File: config.mk
export PLATFORM = sky130hd
export DESIGN_NAME = gte_ram
export DESIGN_NICKNAME = d
export VERILOG_FILES = /design/src/hw/rtl/gte_ram.sv
export SDC_FILE = /design/constraint.sdc
export NUM_CORES = 1
export LEC_CHECK = 0
export BUFFER_PORTS_ARGS = -buffer_cell sky130_fd_sc_hd__buf_2
export CAP_MARGIN = 20
export CORE_ASPECT_RATIO = 1.4
export CORE_MARGIN = 2
export CORE_UTILIZATION = 60
export CTS_CLUSTER_SIZE = 10
export DETAILED_ROUTE_END_ITERATION = 7
export PLACE_DENSITY_LB_ADDON = 0.3
export SYNTH_ARGS = -nofsm -noshare
export SYNTH_HDL_FRONTEND = slang
export SYNTH_SLANG_ARGS = --single-unit
File: constraint.sdc
create_clock -name clk -period 1.8 [get_ports clk]
set_input_delay 0.18 -clock clk [delete_from_list [all_inputs] [get_ports clk]]
set_output_delay 0.18 -clock clk [all_outputs]
set_load 0.01 [all_outputs]
File: src/hw/rtl/gte_ram.sv
// ----------------------------------------------------------------------------
// gte_ram: generic simple dual-port RAM
// One write port and one read port with registered read data.
// ----------------------------------------------------------------------------
module gte_ram #(
  parameter int WIDTH = 8,
  parameter int DEPTH = 16
) (
  input  logic                     clk,
  input  logic                     we,
  input  logic [$clog2(DEPTH)-1:0] waddr,
  input  logic [WIDTH-1:0]         wdata,
  input  logic                     re,
  input  logic [$clog2(DEPTH)-1:0] raddr,
  output logic [WIDTH-1:0]         rdata
);

  logic [WIDTH-1:0] mem [DEPTH];

  // Write port.
  always_ff @(posedge clk) begin
    if (we) begin
      mem[waddr] <= wdata;
    end
  end

  // Registered read port.
  always_ff @(posedge clk) begin
    if (re) begin
      rdata <= mem[raddr];
    end
  end

endmodule

==> results of run 1 <==
## cells by family (layout without fill, tap and decap cells)
logic type      after synthesis  after routing  synth area share [%]
compound gates               16             16                  2.30
buf+inv                      10             82                  1.65
flops                       136            136                  78.1
mux                          32             32                  14.8
simple gates                 35             35                  3.14
## routing by layer
metal	global-route usage (%)	up-vias	wire, um
met5	0	-	0
met4	10.5	0	149
met3	6.78	15	723
met2	38.2	107	5270
li1	-	1099	-
met1	28.2	1260	3850
## cell usage after synthesis (2+ instances only)
cell,count,share of area (%)
nor3_1,4,0.38
nand2_1,9,0.65
a22oi_1,16,2.3
nand2b_1,2,0.24
nand3b_1,2,0.29
buf_2,3,0.29
clkdlybuf4s25_2,3,0.57
buf_6,3,0.65
edfxtp_1,136,78
mux4_1,14,7.0
nor2_1,13,0.93
mux4_2,18,7.8
## how the worst max path moves through the flow
stage                              from                  end
finish              mem[2][2]$_DFFE_PP_   rdata[2]$_DFFE_PP_
global route        mem[2][2]$_DFFE_PP_   rdata[2]$_DFFE_PP_
CTS                 mem[2][2]$_DFFE_PP_   rdata[2]$_DFFE_PP_
detailed placement             raddr[0]   rdata[3]$_DFFE_PP_
global placement               raddr[0]   rdata[3]$_DFFE_PP_
floorplan                      waddr[2]  mem[0][0]$_DFFE_PP_
## power by group through the flow
| stage | Sequential [uW] | Clock [uW] | Combinational (uW) |
|---|---|---|---|
| global route | 3590 | 3700 | 362 |
| floorplan | 3660 | 0 | 180 |
| global placement | 3650 | 0 | 327 |
| finish | 3590 | 3530 | 335 |
| detailed placement | 3650 | 0 | 337 |
| CTS | 3590 | 3580 | 340 |
## flip-flops by register name (all words and copies together) (netlist names)
| signal | count |
|---|---|
| rdata | 8 |
| mem | 128 |
## through the flow
stage | hold slack, ns | power, uW | worst slack [ns]
finish | 0.144 | 7460 | 0.275
global route | 0.126 | 7660 | 0.189
CTS | 0.123 | 7510 | 0.258
detailed placement | 0.559 | 3990 | 0.0939
global placement | 0.560 | 3980 | 0.0959
floorplan | 0.279 | 3840 | 0.127
## final cells by class
type / instances / share of cell area (%)
well taps: 105 / 2.11
flip-flops and latches: 136 / 65.7
clock buffers: 19 / 6.96
clock inverters: 13 / 2.88
multi-input cells: 83 / 17.0
repair buffers: 50 / 5.39
==> impl_results.md, run 1 <==
- Setup crit end kind: flip-flop
- Leak: roughly 0.0021 uW
- Run status: finished clean
- Comb power frac: 4.5%
- Filler cells: approximately 500
- Share of layout cells above drive strength 1: between 30% and 40%
- R2R Path End: rdata[2]$_DFFE_PP_
- Sink of the worst hold path: rdata[5]$_DFFE_PP_
- Switching Share: 19.3%
- Cells after Synth: ~230
- Antenna-violating nets left: 0
- Post-Syn Nets: 248
- Syn Area/Cell: 22.8 um^2
- CTS tree: built
- Sequential area share after synthesis: between 70% and 80%
- Final wirelength: roughly 10 mm
- PwrDens: between 1000 and 1500 nW/um^2
- Area Overhead vs Synth: 19.0%
- Fin util: ~73%
- Cells after DPL: 374
- Die area: ~9500 um^2
- NetSw: 1440 uW
- FP Rows: 40
- Worst slew pin tran: 0.489 ns
- Clk buf depth: 2
- Commonest cells after routing, fill and taps aside: edfxtp_1, buf_2, buf_4
- Sequential share of power: about half
- Number of synthesized flops with an enable pin: ~140
- ANT cells: 0
- Clk sink count: between 100 and 150
- Post CTS Setup Buffer Count: 0
- Worst hold stages: 1
- Stages on the worst setup path: 3
- Slowest cell on crit path: mux4_1
- Post-CTS Hold Fix Bufs: 0
- Sequential cell area: between 4000 and 5000 um^2
- Die Wd: between 80 and 90 um
- Clk_lat worst skew: around 0.41 ns
- Fin. max-slew vios: 0
- DR vias: roughly 2500
- First-pass DRT Iterations: 4
- PortBufs: 26
- Critical path cell sequence: mux4_1 -> a22oi_1 -> nand2_1
- Reg clk slew, reported paths: 0.06 ns
- Flop2flop setup slack: 0.28 ns
- F_max: 0.656 GHz
- Family with the most delay on the worst path: multiplexers
- Clock power frac: between 40% and 50%
- Critical path peak fanout: 1
- Most common cell after layout, fill and taps aside: edfxtp_1
- Crit path kind: reg2reg
- Clk root buf: clkbuf_16
- Final Skew: 0.00829 ns
- Min cycle time layout: between 1.5 and 2 ns
- Worst vdd ir: 0.910 mV
- HP Class: in2reg
- Worst slew margin: approximately 67%
- DR iter-0 viols: ~210
- H-tree depth: 4
- Crit path buf inv count: 0
- Vias in the first global route: approximately 2600
- Worst path required time: 1.95 ns
- Overall routing resource usage: between 20% and 30%
- Synth Cell Area: 5230 um^2
- Post-synth cell types: 18
- Initial Util: between 60% and 70%
- Die height: 114 um
- Reg2Reg Launch Point: mem[2][2]$_DFFE_PP_
- Design area: about 6200 um^2
- FFs w/ async S/R, synth: 0%
- Synth Flop Type: edfxtp_1
- Max Cap Violations: 0
- Largest net degree at the start of global routing: 33
- Final Setup Violations: 0
- R2r worst-path depth: 3
- Residual DRC: 0
- Worst Setup Start Kind: flip-flop
- Drt via density: approximately 6
- Boundary Pins: 27
- Final HPWL DP: 6.33 mm
- Final std cells w/o fill: roughly 400
- Internal: approximately 6000 uW
- Initial antenna violation count: 0
- Max incr delay on CP: ~0.5 ns
- Post-CTS Resized: 0
- Placed Area: 5610 um^2
- Multi-input logic area: approximately 1100 um^2
- Final hold violation count: 0
- Routed wire per std cell: ~25 um
- Fin nets: 307
- Fin Setup TNS: 0 ns
- RSZ-0062 raised after global routing: no
- Period utilisation layout: between 80 and 90%
- RD Place Congestion: approximately 0.77
- Core area: 8510 um^2
- Gr ovfl total: 0
- Critical hold path startpoint: re
- Synth Warn #: 0
- CTS buffer count: 17
- Seq cells post-synth: ~140
- WP data arrival: 1.67 ns
- Global-route wire length before repair: between 15 and 20 mm
Note: power is estimated with default switching activity, not from simulation.
==> run 2, diff against run 1 <==
Clock period 1.8 ns to 1.5 ns, I/O delays scaled along.
==> run 2 against run 1 <==
Net effect: via count is 3.3% higher; fmax is 3.5% higher; combinational power is 25% higher; largest cell class unchanged; hold slack worse by 0.040 ns; non-clock buffer count is 2 higher; critical path depth stayed put; largest power group unchanged; final area is 0.70% lower; sequential share of layout area is 0.47 points higher; clock skew is 0.0028 ns lower; register-to-register slack worse by 0.25 ns; die area stayed put; setup slack worse by 0.25 ns.
==> impl_results.md, run 2 (synthesis gave the netlist of run 1 again) <==
- Worst vdd ir: 1.25 mV
- WL met2: about 5.5 mm
- ANT cells: 0
- Setup crit end kind: flip-flop
- Final hold violation count: 0
- Most common cell after layout, fill and taps aside: edfxtp_1
- Critical path peak fanout: 1
- HP Class: in2reg
- Run status: finished clean
- Share of layout cells above drive strength 1: about 33%
- Fin nets: roughly 300
- First-pass DRT Iterations: 4
- Commonest cells after routing, fill and taps aside: edfxtp_1, buf_2, buf_4
- Clk buf depth: 2
- Fin Setup TNS: 0 ns
- PwrDens: around 1400 nW/um^2
- NetSw: ~1700 uW
- Residual DRC: 0
- Core area: roughly 8500 um^2
- Largest register FFs: between 100 and 150
- Worst path required time: roughly 1.7 ns
- Comb power frac: 5.0%
- Worst Setup Start Kind: flip-flop
- Initial antenna violation count: 0
- Post-CTS Resized: 1
- RD Place Congestion: about 0.85
- Fin. max-slew vios: 0
- Max Used Layer: met4
- Filler cells: roughly 500
- CTS tree: built
- Biggest regs: mem (128), rdata (8)
- Drt via density: 6.28
- Clk root buf: clkbuf_16
- Die height: between 100 and 150 um
- Global-route wire length before repair: roughly 16 mm
- Clock power frac: a little over two fifths
- CTS buffer count: 17
- Max Cap Violations: 0
- Clk sink count: 136
- H-tree depth: 4
- Final HPWL DP: between 6 and 7 mm
- Final Setup Violations: 0
- Post CTS Setup Buffer Count: 0
- DR vias: approximately 2600
- Die area: approximately 9500 um^2
- Sequential share of power: 51.5%
- Switching Share: about a fifth
- Min cycle time layout: ~1.5 ns
- Reg clk slew, reported paths: roughly 0.060 ns
- F_max: between 0.6 and 0.7 GHz
- Area Overhead vs Synth: 18.1%
- Antenna-violating nets left: 0
- Clk_lat worst skew: between 0.4 and 0.5 ns
- Leak: 0.00211 uW
- Boundary Pins: 27
- DR iter-0 viols: 214
- Largest Register: mem
- Sequential cell area: approximately 4100 um^2
- Die Wd: between 80 and 90 um
- Crit path kind: reg2reg
- Fin util: 72.6%
- Period utilisation layout: a little over nine tenths
- Initial Util: between 60% and 70%
- M1 WL: 4.02 mm
- RSZ-0062 raised after global routing: no
- PortBufs: 26
- WL met3: 744 um
- Worst slew pin tran: about 0.77 ns
- Internal: around 6700 uW
- Largest net degree at the start of global routing: 22
- Post-CTS Hold Fix Bufs: 0
- Overall routing resource usage: about a quarter
- Multi-input logic area: about 1100 um^2
- Final Skew: approximately 0.0055 ns
- Vias in the first global route: 2692
- Routed wire per std cell: ~26 um
- Worst slew margin: between 40 and 50%
- Final wirelength: between 10 and 15 mm
- WP data arrival: between 1.5 and 2 ns
- FP Rows: 40
- Gr ovfl total: 0
## run 2: cell types whose count changed in the layout (fill, tap and decap cells not counted), moves of 2 or more
cell | before | now
a22oi_2 | 0 | 2
bufinv_16 | 4 | 1
mux4_2 | 18 | 20
clkinv_4 | 2 | 0
mux4_1 | 14 | 12
a22oi_1 | 16 | 14
clkinv_1 | 1 | 6
buf_12 | 2 | 4
## run 2: critical path: stages, from the launching register on
cell	delay, ns
edfxtp_1	0.38
mux4_1	0.56
a22oi_1	0.19
nand2_1	0.09
## run 2: per-stage QoR
step	hold WS (ns)	cells	setup slack [ns]	area, um^2	power (uW)
6_report	0.104	408	0.0268	6180	8360
3_5_place_dp	0.524	376	-0.180	5650	4800
3_3_place_gp	0.515	376	-0.132	5650	4780
5_1_grt	0.0887	408	0.00730	6180	8630
2_1_floorplan	0.249	229	0.0676	5230	4600
4_1_cts	0.0917	408	0.0159	6170	8420
## run 2: layer usage
| metal | up-vias | GRT usage, % |
|---|---|---|
| met2 | 114 | 39.7 |
| met1 | 1325 | 31.1 |
| met5 | - | 0 |
| met4 | 0 | 8.63 |
| li1 | 1107 | - |
| met3 | 17 | 7.57 |
## run 2: power by group through the flow
| stage | clock network, uW | registers (uW) | logic (uW) |
|---|---|---|---|
| after floorplan | 0 | 4390 | 216 |
| after global placement | 0 | 4380 | 402 |
| after detailed placement | 0 | 4380 | 416 |
| after CTS | 3690 | 4310 | 420 |
| after global routing | 3870 | 4310 | 452 |
| final | 3640 | 4310 | 420 |
## run 2: worst paths after layout
| kind | from | slack, ns | to | cells after the start |
|---|---|---|---|---|
| hold / removal | re | 0.10 | rdata[7]$_DFFE_PP_ | 1 |
| hold reg to reg | mem[12][4]$_DFFE_PP_ | 0.75 | rdata[4]$_DFFE_PP_ | 3 |
| setup / recovery | mem[5][1]$_DFFE_PP_ | 0.03 | rdata[1]$_DFFE_PP_ | 3 |
| setup reg to reg | mem[5][1]$_DFFE_PP_ | 0.03 | rdata[1]$_DFFE_PP_ | 3 |
## run 2: layout make-up
cell class	count	area share (%)
clock buffers	19	7.01
clock inverters	13	1.42
multi-input cells	83	17.2
repair buffers	52	6.08
flip-flops and latches	136	66.1
well taps	105	2.13
==> run 3, diff against run 2 <==
==> constraint.sdc (replaced) <==
create_clock -name clk -period 1.5 [get_ports clk]
set_input_delay 0.075 -clock clk [delete_from_list [all_inputs] [get_ports clk]]
set_output_delay 0.075 -clock clk [all_outputs]
set_load 0.01 [all_outputs]
==> run 3 against run 2 <==
Net effect: final cell count grew 0.49%; setup slack improved by 0.019 ns; first-iteration DRC count is 20% lower; sequential cell count is the same; register-to-register slack better by 0.02 ns; highest routed layer unchanged.
==> impl_results.md, run 3 (synthesis gave the netlist of run 1 again) <==
- Initial antenna violation count: 0
- Clk buf depth: 2
- Largest net degree at the start of global routing: 33
- Final HPWL DP: approximately 6.2 mm
- Worst Setup Start Kind: flip-flop
- RD Place Congestion: approximately 0.86
- Post-CTS Resized: 1
- Critical path cell sequence: mux4_1 -> a22oi_1 -> nand2_1
- Period utilisation layout: 96.9%
- Leak: between 0.002 and 0.0025 uW
- Worst slew margin: just under 70%
- Clk_lat worst skew: slightly above 0.4 ns
- Sequential cell area: between 4000 and 5000 um^2
- Biggest regs: mem (128), rdata (8)
- Area Overhead vs Synth: 19.2%
- Commonest cells after routing, fill and taps aside: edfxtp_1, buf_4, buf_2
- Gr ovfl total: 0
- F_max: 0.688 GHz
- Post-CTS Hold Fix Bufs: 0
- DR vias: about 2500
- Routed wire per std cell: roughly 25 um
- Residual DRC: 0
- Min cycle time layout: between 1 and 1.5 ns
- Final wirelength: just over 10 mm
- Boundary Pins: 27
- Fin. max-slew vios: 0
- Worst path required time: about 1.7 ns
- Drt via density: slightly above 6
- Overall routing resource usage: 23.3%
- Critical path peak fanout: 1
- First-pass DRT Iterations: 4
- Family with the most delay on the worst path: multiplexers
- Multi-input logic area: about 1100 um^2
- Max incr delay on CP: about 0.5 ns
- Antenna-violating nets left: 0
- Global-route wire length before repair: between 15 and 20 mm
- Worst slew pin tran: between 0.4 and 0.5 ns
- Fin util: 73.2%
- FP Rows: 40
- Most common cell after layout, fill and taps aside: edfxtp_1
- Slowest cell on crit path: mux4_1
- Die Wd: approximately 83 um
- Crit path buf inv count: 0
- Post CTS Setup Buffer Count: 0
- Share of layout cells above drive strength 1: between 30% and 40%
- H-tree depth: 4
- Largest register FFs: roughly 130
- Hold slack final: between 0.02 and 0.025 ns
- Fin Setup TNS: 0 ns
- Setup crit end kind: flip-flop
- PortBufs: 26
- CTS tree: built
- Filler cells: just under 500
- PwrDens: 1410 nW/um^2
- Clk sink count: between 100 and 150
- Die area: 9490 um^2
- DR iter-0 viols: 171
- Run status: finished clean
- Final Skew: approximately 0.0046 ns
- Core area: between 8000 and 9000 um^2
- Clk root buf: clkbuf_16
- WP data arrival: 1.61 ns
- RSZ-0062 raised after global routing: yes
- Final hold violation count: 0
- Die height: around 110 um
- Final Setup Violations: 0
- Fin nets: ~310
- ANT cells: 0
- Max Cap Violations: 0
- Largest Register: mem
- Crit path kind: reg2reg
- Reg clk slew, reported paths: roughly 0.060 ns
- Vias in the first global route: 2633
- HP Class: in2reg
- Worst vdd ir: 1.10 mV
- Initial Util: 61.4%
- CTS buffer count: 17
-- run 3: cell types whose count changed in the layout (fill, tap and decap cells not counted), sizes merged --
cell,delta
inv,+2
bufinv,+2
buf,+3
clkbuf,-2
clkinv,-3
-- run 3: stage by stage --
step | cells | area, um^2 | setup WS, ns | power, uW
global placement | 379 | 5650 | -0.0631 | 4780
detailed placement | 379 | 5650 | -0.0777 | 4790
floorplan | 229 | 5230 | 0.143 | 4600
global route | 410 | 6230 | -0.0156 | 9010
finish | 410 | 6230 | 0.0460 | 8760
CTS | 410 | 6240 | 0.00261 | 8790
-- run 3: layout make-up --
type | instances | share of cell area (%)
repair buffers | 55 | 5.98
well taps | 105 | 2.11
multi-input cells | 83 | 17.0
clock inverters | 14 | 2.51
clock buffers | 17 | 6.83
flip-flops and latches | 136 | 65.5
-- run 3: metal layers --
layer / part of all wire [%] / track usage (%) / vias to the layer above
met5: 0 / 0 / -
met4: 3.1 / 11.4 / 0
met3: 8.9 / 8.72 / 25
met2: 51 / 36.6 / 135
met1: 37 / 28.9 / 1265
li1: - / - / 1104
-- run 3: worst paths after layout --
kind	startpoint	end	slack [ns]	depth (start not counted)
max	mem[2][0]$_DFFE_PP_	rdata[0]$_DFFE_PP_	0.05	3
min	re	rdata[4]$_DFFE_PP_	0.02	1
max reg2reg	mem[2][0]$_DFFE_PP_	rdata[0]$_DFFE_PP_	0.05	3
min reg2reg	mem[14][4]$_DFFE_PP_	rdata[4]$_DFFE_PP_	0.74	3
-- run 3: where the power goes --
group	internal, uW	switching (uW)	total (uW)
sequential	4280	21.4	4310
clock	2580	1460	4040
combinational	182	235	417
total	7050	1720	8760
